`config.mk`:
```
export PLATFORM = sky130hd
export DESIGN_NAME = deque_with_search
export DESIGN_NICKNAME = d
export VERILOG_FILES = /design/src/hdl/dws_pkg.sv /design/src/hdl/dws_ram.sv /design/src/hdl/deque_with_search.sv
export VERILOG_INCLUDE_DIRS = /design/src /design/src/hdl
export SDC_FILE = /design/constraint.sdc
export NUM_CORES = 2
export LEC_CHECK = 0
export CAP_MARGIN = 20
export CORE_AREA = 2 2 473 357
export DETAILED_ROUTE_END_ITERATION = 10
export DIE_AREA = 0 0 475 359
export DONT_BUFFER_PORTS = 1
export GPL_ROUTABILITY_DRIVEN = 0
export PLACE_DENSITY_LB_ADDON = 0.15
export SLEW_MARGIN = 0
export SYNTH_ARGS = -nofsm -noshare
export SYNTH_HDL_FRONTEND = slang
export SYNTH_SLANG_ARGS = --single-unit
```
`constraint.sdc`:
```
create_clock -name clk -period 5.5 [get_ports clk]
set_input_delay 0.55 -clock clk [delete_from_list [all_inputs] [get_ports clk]]
set_output_delay 0.55 -clock clk [all_outputs]
set_load 0.005 [all_outputs]
```
`src/hdl/assert_macros.svh`:
```
// ----------------------------------------------------------------------------
// assert_macros.svh
// Shared concurrent assertion macros, clocked on clk and disabled in reset.
// ----------------------------------------------------------------------------
`ifndef ASSERT_MACROS_SVH
`define ASSERT_MACROS_SVH

// Implication or plain property checked at every rising edge of clk.
`define ASSERT_CLK(label, prop, msg) \
  label: assert property (@(posedge clk) disable iff (rst) (prop)) \
    else $error(msg);

// Condition that must never be true at a rising edge of clk.
`define ASSERT_NEVER(label, cond, msg) \
  label: assert property (@(posedge clk) disable iff (rst) !(cond)) \
    else $error(msg);

`endif

```
`src/hdl/dws_pkg.sv`:
```
// ----------------------------------------------------------------------------
// dws_pkg
// Word types and request and status codes of the deque with search.
// ----------------------------------------------------------------------------
`timescale 1ns / 1ps

package dws_pkg;

  localparam logic [2:0] REQ_ADD_FRONT = 3'd0;
  localparam logic [2:0] REQ_ADD_BACK  = 3'd1;
  localparam logic [2:0] REQ_DEL_FRONT = 3'd2;
  localparam logic [2:0] REQ_DEL_BACK  = 3'd3;
  localparam logic [2:0] REQ_SEARCH    = 3'd4;

  localparam logic [1:0] STATUS_DONE  = 2'd0;
  localparam logic [1:0] STATUS_FULL  = 2'd1;
  localparam logic [1:0] STATUS_EMPTY = 2'd2;

  typedef struct packed {
    logic [2:0]  req_type;
    logic [31:0] value;
  } in_word_t;

  typedef struct packed {
    logic       found;
    logic [6:0] length;
    logic [1:0] status;
  } out_word_t;

endpackage

```
`src/hdl/dws_ram.sv`:
```
// ----------------------------------------------------------------------------
// dws_ram
// Generic single-write, single-read synchronous RAM with registered read.
// ----------------------------------------------------------------------------
`timescale 1ns / 1ps

module dws_ram #(
  parameter int WIDTH = 32,
  parameter int DEPTH = 64
) (
  input  logic                     clk,
  input  logic                     we,
  input  logic [$clog2(DEPTH)-1:0] waddr,
  input  logic [WIDTH-1:0]         wdata,
  input  logic                     re,
  input  logic [$clog2(DEPTH)-1:0] raddr,
  output logic [WIDTH-1:0]         rdata
);

  logic [WIDTH-1:0] mem [DEPTH];

  always_ff @(posedge clk) begin
    if (we) begin
      mem[waddr] <= wdata;
    end
    if (re) begin
      rdata <= mem[raddr];
    end
  end

endmodule

```
`src/hdl/deque_with_search.sv`:
```
// ----------------------------------------------------------------------------
// deque_with_search
// Bounded double-ended queue in a ring RAM with a front-to-back linear search.
// ----------------------------------------------------------------------------
// Usage: present a request word on req and raise start; it is taken at a
// rising edge where start is high and busy is low. Every request returns
// exactly one response word on rsp, marked by a one-cycle done strobe. The
// receiver cannot hold responses off, so done is never stretched.
//
// Adds, removals and unused request codes answer without a stall: the
// response appears the cycle after acceptance and busy stays low, so such
// requests may be issued on every cycle. A search on an empty queue also
// answers in the cycle after acceptance. Any other search streams the ring
// RAM through its single read port, one entry per cycle from the front,
// and stops at the first match or at the back entry, with busy high until
// the response is presented.
//
// Synchronous reset empties the queue (front pointer and count cleared) and
// drops any pending response. The RAM contents are not cleared; the count
// keeps the search from ever reading an entry that was not written.
// ----------------------------------------------------------------------------
`timescale 1ns / 1ps

`include "assert_macros.svh"

module deque_with_search #(
  parameter int CAPACITY   = 64,
  parameter int DATA_WIDTH = 32
) (
  input  logic               clk,
  input  logic               rst,
  input  logic               start,
  output logic               busy,
  input  dws_pkg::in_word_t  req,
  output logic               done,
  output dws_pkg::out_word_t rsp
);

  import dws_pkg::*;

  localparam int PTR_W = $clog2(CAPACITY);
  localparam int CNT_W = $clog2(CAPACITY + 1);
  localparam int SUM_W = CNT_W + 1;
  localparam int LEN_W = (CNT_W > 7) ? CNT_W : 7;
  localparam int VAL_W = (DATA_WIDTH > 32) ? DATA_WIDTH : 32;

  typedef enum logic [1:0] {
    ST_IDLE = 2'b01,
    ST_SCAN = 2'b10
  } state_t;

  state_t               state;
  logic [PTR_W-1:0]     front;
  logic [CNT_W-1:0]     count;

  // Search sequencer: scan_ptr is the next entry to read, left is the
  // number of reads still to issue, last_q marks that the read in flight
  // is the final one and cmp_valid that read data is ready to compare.
  logic [PTR_W-1:0]     scan_ptr;
  logic [CNT_W-1:0]     left;
  logic                 last_q;
  logic                 cmp_valid;
  logic [DATA_WIDTH-1:0] key;

  logic                 accept;
  logic [VAL_W-1:0]     val_ext;
  logic [DATA_WIDTH-1:0] req_val;
  logic                 is_full;
  logic                 is_empty;
  logic [PTR_W-1:0]     front_dec;
  logic [PTR_W-1:0]     front_inc;
  logic [SUM_W-1:0]     back_sum;
  logic [PTR_W-1:0]     back_idx;
  logic [PTR_W-1:0]     scan_inc;

  logic [PTR_W-1:0]     front_next;
  logic [CNT_W-1:0]     count_next;
  logic [1:0]           status_next;
  logic                 start_scan;

  logic                 ram_we;
  logic [PTR_W-1:0]     ram_waddr;
  logic                 ram_re;
  logic [DATA_WIDTH-1:0] ram_rdata;
  logic                 match;
  logic                 scan_finish;
  logic [LEN_W-1:0]     len_ext;

  assign busy    = (state == ST_SCAN);
  assign accept  = start && !busy;
  assign val_ext = VAL_W'(req.value);
  assign req_val = val_ext[DATA_WIDTH-1:0];

  assign is_full  = (count == CNT_W'(CAPACITY));
  assign is_empty = (count == '0);

  // Ring arithmetic; CAPACITY need not be a power of two.
  assign front_dec = (front == '0) ? PTR_W'(CAPACITY - 1) : front - 1'b1;
  assign front_inc = (front == PTR_W'(CAPACITY - 1)) ? '0 : front + 1'b1;
  assign scan_inc  = (scan_ptr == PTR_W'(CAPACITY - 1)) ? '0 : scan_ptr + 1'b1;

  // The back slot is front + count, which stays below twice the capacity
  // whenever an add is allowed, so one conditional subtract wraps it.
  always_comb begin
    back_sum = SUM_W'(front) + SUM_W'(count);
    if (back_sum >= SUM_W'(CAPACITY)) begin
      back_sum = back_sum - SUM_W'(CAPACITY);
    end
    back_idx = back_sum[PTR_W-1:0];
  end

  // Request decode for adds, removals and the start of a search.
  always_comb begin
    front_next  = front;
    count_next  = count;
    status_next = STATUS_DONE;
    ram_we      = 1'b0;
    ram_waddr   = back_idx;
    start_scan  = 1'b0;
    case (req.req_type)
      REQ_ADD_FRONT: begin
        if (is_full) begin
          status_next = STATUS_FULL;
        end else begin
          front_next = front_dec;
          count_next = count + 1'b1;
          ram_we     = accept;
          ram_waddr  = front_dec;
        end
      end
      REQ_ADD_BACK: begin
        if (is_full) begin
          status_next = STATUS_FULL;
        end else begin
          count_next = count + 1'b1;
          ram_we     = accept;
        end
      end
      REQ_DEL_FRONT: begin
        if (is_empty) begin
          status_next = STATUS_EMPTY;
        end else begin
          front_next = front_inc;
          count_next = count - 1'b1;
        end
      end
      REQ_DEL_BACK: begin
        if (is_empty) begin
          status_next = STATUS_EMPTY;
        end else begin
          count_next = count - 1'b1;
        end
      end
      REQ_SEARCH: begin
        start_scan = !is_empty;
      end
      default: begin
      end
    endcase
  end

  // Reads happen only while scanning and writes only while idle, so busy
  // acts as the interlock between a write and any later read of that entry.
  assign ram_re      = (state == ST_SCAN) && (left != '0);
  assign match       = cmp_valid && (ram_rdata == key);
  assign scan_finish = (state == ST_SCAN) && cmp_valid && (match || last_q);

  assign len_ext = LEN_W'(count_next);

  dws_ram #(
    .WIDTH(DATA_WIDTH),
    .DEPTH(CAPACITY)
  ) u_store (
    .clk  (clk),
    .we   (ram_we),
    .waddr(ram_waddr),
    .wdata(req_val),
    .re   (ram_re),
    .raddr(scan_ptr),
    .rdata(ram_rdata)
  );

  // Control state.
  always_ff @(posedge clk) begin
    if (rst) begin
      state     <= ST_IDLE;
      front     <= '0;
      count     <= '0;
      done      <= 1'b0;
      left      <= '0;
      last_q    <= 1'b0;
      cmp_valid <= 1'b0;
    end else begin
      done      <= 1'b0;
      cmp_valid <= ram_re;
      case (state)
        ST_IDLE: begin
          if (accept) begin
            front <= front_next;
            count <= count_next;
            if (start_scan) begin
              state  <= ST_SCAN;
              left   <= count;
              last_q <= 1'b0;
            end else begin
              done <= 1'b1;
            end
          end
        end
        ST_SCAN: begin
          if (ram_re) begin
            left   <= left - 1'b1;
            last_q <= (left == CNT_W'(1));
          end
          if (scan_finish) begin
            done  <= 1'b1;
            state <= ST_IDLE;
          end
        end
        default: begin
          state <= ST_IDLE;
        end
      endcase
    end
  end

  // Payload registers: search key, read pointer and response word.
  always_ff @(posedge clk) begin
    if (accept) begin
      key      <= req_val;
      scan_ptr <= front;
      rsp.found  <= 1'b0;
      rsp.length <= len_ext[6:0];
      rsp.status <= status_next;
    end else if (ram_re) begin
      scan_ptr <= scan_inc;
    end
    if (scan_finish) begin
      rsp.found <= match;
    end
  end

  `ASSERT_NEVER(a_count_bound, count > CNT_W'(CAPACITY),
                "entry count exceeds capacity")
  `ASSERT_NEVER(a_no_write_in_scan, (state == ST_SCAN) && ram_we,
                "RAM written while a search is reading it")
  `ASSERT_NEVER(a_found_status, done && rsp.found && (rsp.status != STATUS_DONE),
                "found flag raised on a refused request")
  `ASSERT_CLK(a_full_refused,
              accept && is_full &&
              ((req.req_type == REQ_ADD_FRONT) || (req.req_type == REQ_ADD_BACK))
              |=> done && (rsp.status == STATUS_FULL) && $stable(count),
              "add on a full queue not refused")

endmodule

```
==> flow_metrics.py <==
metrics = {
    "synthesis": {
        "synth_edf_count": 2128,
        "syn-instance-count": 3717,
        "synthTopCellsByArea": "edfxtp_1 77%, mux4_2 14%, a22oi_1 1.5%, a221oi_1 0.70%, a22o_1 0.70%",
        "synthesis.nets": 3773,
        "synth_top_family_by_area": "multiplexers",
        "synthAdderAreaFrac_pct": 0.282,
        "ys_warn_count": 0,
        "seq_area_frac_synth_pct": 78.0,
        "ys_ff_latch": 2153,
        "synthXorXnorAreaFrac_pct": 0.435,
        "synth.area.mux_share_pct": 14.0,
        "synth_top_area_cell": "edfxtp_1",
        "ys.flop_type": "edfxtp_1",
        "synthArstFlopShare_pct": 0,
        "ys_types": 74,
        "synthSimpleGateAreaFrac_pct": 1.95,
        "synth_compound_area_share_pct": 4.11,
        "syn_avg_cell_area_um2": 22.2,
        "synth_area_um2": 82600,
        "netlist.area_leader.share_pct": 77.4,
    },
    "worst_setup_path": {
        "worst_ep_arrival_time_ns": 4.38,
        "reg2regPathDepth": 10,
        "cp-start-kind": "flip-flop",
        "end_kind": "flip-flop",
        "worstSetupPathType": "reg -> reg",
        "cp.required_ns": 5.96,
        "cp_max_fo": 32,
    },
    "flow_run": {
        "maxCapViolations": 0,
    },
    "timing": {
        "finClkSkew_ns": 0.0344,
        "setup_viol": 0,
        "finalHoldViolCount": 0,
        "setup_ws_ns": 1.58,
        "period_share_pct": 71.3,
        "drv_slew": 0,
        "fin_crit_ns": 3.92,
        "rsz0062_at_grt": "false",
        "fmax_mhz": 255,
        "tightest_slew_ns": 1.32,
        "slew_headroom_pct": 11.7,
    },
    "grt": {
        "met2_usage_pct": 35.1,
        "grt_use_met1_pct": 40.5,
        "use_met3_pct": 6.32,
        "grt_usage_pct": 25.2,
        "grt_pass1_wl_um": 301000,
        "grt_max_degree": 114,
        "grt_overflow": 0,
        "antenna_found_initial": 11,
        "grt_pass1_vias": 38600,
        "busiest_layer": "met1",
    },
    "die": {
        "initial_core_util_pct": 49.6,
        "rows": 130,
        "core_um2": 166000,
        "die_w_um": 475,
        "ioPinCount": 50,
        "die_h_um": 359,
        "die-area_um2": 171000,
    },
    "placement": {
        "dp_hpwl_um": 120000,
        "io_buffers": 0,
        "post_dp_cell_area_um2": 86100,
        "dp_slack_ns": 1.64,
        "dp.cells": 5880,
    },
    "cells_and_area": {
        "fillers": 12300,
        "syn2layout_area_growth_pct": 13.1,
        "utilization_pct": 56.1,
        "final_area_um2": 93400,
        "final_layout_size_suffix_gt1_share_pct": 26.1,
        "fin_nets": 3929,
        "instances_no_fill": 6281,
    },
    "routing": {
        "drt_pass1_iterations": 5,
        "drtIter0Drc": 5882,
        "drc": 0,
        "routed_wl_um": 214000,
        "viasPerCell": 6.40,
        "postRouteAntennaNets": 0,
        "vias": 40200,
        "wl_per_cell_um": 34.1,
    },
    "hold_path": {
        "min_path_cells": 1,
        "hold_class": "in -> reg",
    },
    "cts": {
        "htree_levels": 4,
        "cts_buffers": 199,
        "postCtsSetupBuffers": 0,
        "cts-root-buf": "clkbuf_16",
        "clk_latency_ns": 0.84,
        "holdBufCountCts": 35,
        "clk_path_buf_depth": 3,
        "cts_tree": "done",
        "clk_pin_slew_worst_paths_ns": 0.06,
        "cts.sinks": 2153,
        "post_cts_resized": 0,
    },
    "power_and_ir_drop": {
        "max-vdd-ir-drop_mv": 0.324,
        "leakagePower_nw": 28.8,
        "p_per_area_nw_per_um2": 368,
    },
    "run_status": {
        "outcome": "finished, final reports clean",
    },
}
==> through the flow <==
step / hold slack [ns] / total power [W] / TNS, ns
final: 0.0646 / 0.0344 / 0
after global routing: 0.0502 / 0.0354 / 0
after CTS: 0.000236 / 0.0346 / 0
after detailed placement: 0.470 / 0.0208 / 0
after global placement: 0.467 / 0.0208 / 0
after floorplan: 0.441 / 0.0199 / -118.53
==> area by class of cell <==
cell class                 instances  area [um^2]  area share, %
multi-input combinational       1324        17600           18.8
clock inverter                   111          966           1.03
sequential                      2153        64400           69.0
clock buffer                     250         5340           5.72
tap                             2244         2810           3.01
inverter                          19         71.3         0.0764
timing repair buffer             176         2200           2.35
antenna                            4         10.0         0.0107
==> registers in the layout, summed over array words and instances (netlist names) <==
register       count
u_store.mem     2048
key               32
u_store.rdata     32
rsp               10
count              7
left               7
front              6
scan_ptr           6
state              2
cmp_valid          1
done               1
last_q             1
==> critical path: stages, from the launching register on <==
cell     delay (ns)
dfxtp_1        0.39
inv_1          0.06
ha_1           0.42
inv_1          0.41
nand2_1        0.42
inv_2          0.14
and4_1         0.27
nand3_1        0.33
buf_4          0.34
nor4_2         0.25
buf_4          0.47
==> routing by layer <==
metal	share of wire, %	vias up
met5	0.0061	-
met4	1.7	2
met3	10	226
met2	44	1953
met1	44	21700
li1	-	16300
==> synth_stat cells (4+ instances only) <==
cell type / n
o22ai_1: 6
nor4_1: 21
o221ai_1: 33
ha_1: 17
buf_2: 66
o21ai_0: 28
buf_6: 4
a31oi_1: 5
a22oi_1: 162
clkbuf_1: 135
nor3_2: 11
edfxtp_1: 2128
nand4_1: 14
or3_1: 4
nand3_1: 26
nor3_1: 50
xor2_1: 5
mux4_2: 512
a21oi_1: 36
dfxtp_1: 25
a211oi_1: 4
a311oi_1: 7
inv_1: 18
a22o_1: 66
nor2b_1: 7
a221oi_1: 66
nor2_1: 33
nand2_1: 101
xnor2_1: 36
buf_1: 14
and3_1: 6
==> logic make-up after synthesis <==
family                   after synthesis
AO/OA/AOI/OAI                        442
XOR/XNOR                              41
adder cells (fa/ha/maj)               18
buffers and inverters                240
flip-flops                          2153
multiplexers                         516
AND/OR/NAND/NOR                      307
==> cell usage in the layout (no fill, tap or decap), types with 6 or more instances in the layout <==
cell type / Yosys / routed
nor3_1: 50 / 11
o21ai_0: 28 / 28
a221oi_1: 66 / 66
a21oi_1: 36 / 36
clkbuf_1: 135 / 40
xnor2_1: 36 / 36
buf_12: 0 / 17
a22oi_1: 162 / 162
mux4_2: 512 / 512
and3_1: 6 / 6
nand2_1: 101 / 101
nor2_1: 33 / 30
nor4_2: 1 / 14
clkinv_1: 1 / 51
nor3_2: 11 / 40
clkbuf_8: 0 / 6
edfxtp_1: 2128 / 2128
buf_16: 0 / 32
dfxtp_1: 25 / 25
ha_1: 17 / 17
buf_4: 1 / 122
inv_1: 18 / 18
clkinv_2: 0 / 33
clkbuf_16: 0 / 204
nand4_1: 14 / 14
nand3_1: 26 / 26
o221ai_1: 33 / 33
bufinv_16: 0 / 15
nor4_1: 21 / 6
a311oi_1: 7 / 7
nor3_4: 1 / 11
a22o_1: 66 / 66
==> where the power goes <==
group / leakage (nW) / switching, W / internal [W]
Clock: 3.08 / 0.00594 / 0.00755
Sequential: 19.4 / 0.0000468 / 0.0181
Combinational: 6.31 / 0.00181 / 0.000924
Total: 28.8 / 0.00779 / 0.0266
==> worst paths after layout <==
check,endpoint,startpoint,slack (ns)
worst max-delay path,u_store.mem[39][22],state[0],1.58
worst min-delay path,u_store.mem[50][16],req[16],0.06
worst max register to register,u_store.mem[39][22],state[0],1.58
worst min register to register,left[1],left[1],0.48
No activity file was read; power rests on OpenSTA's default activity.
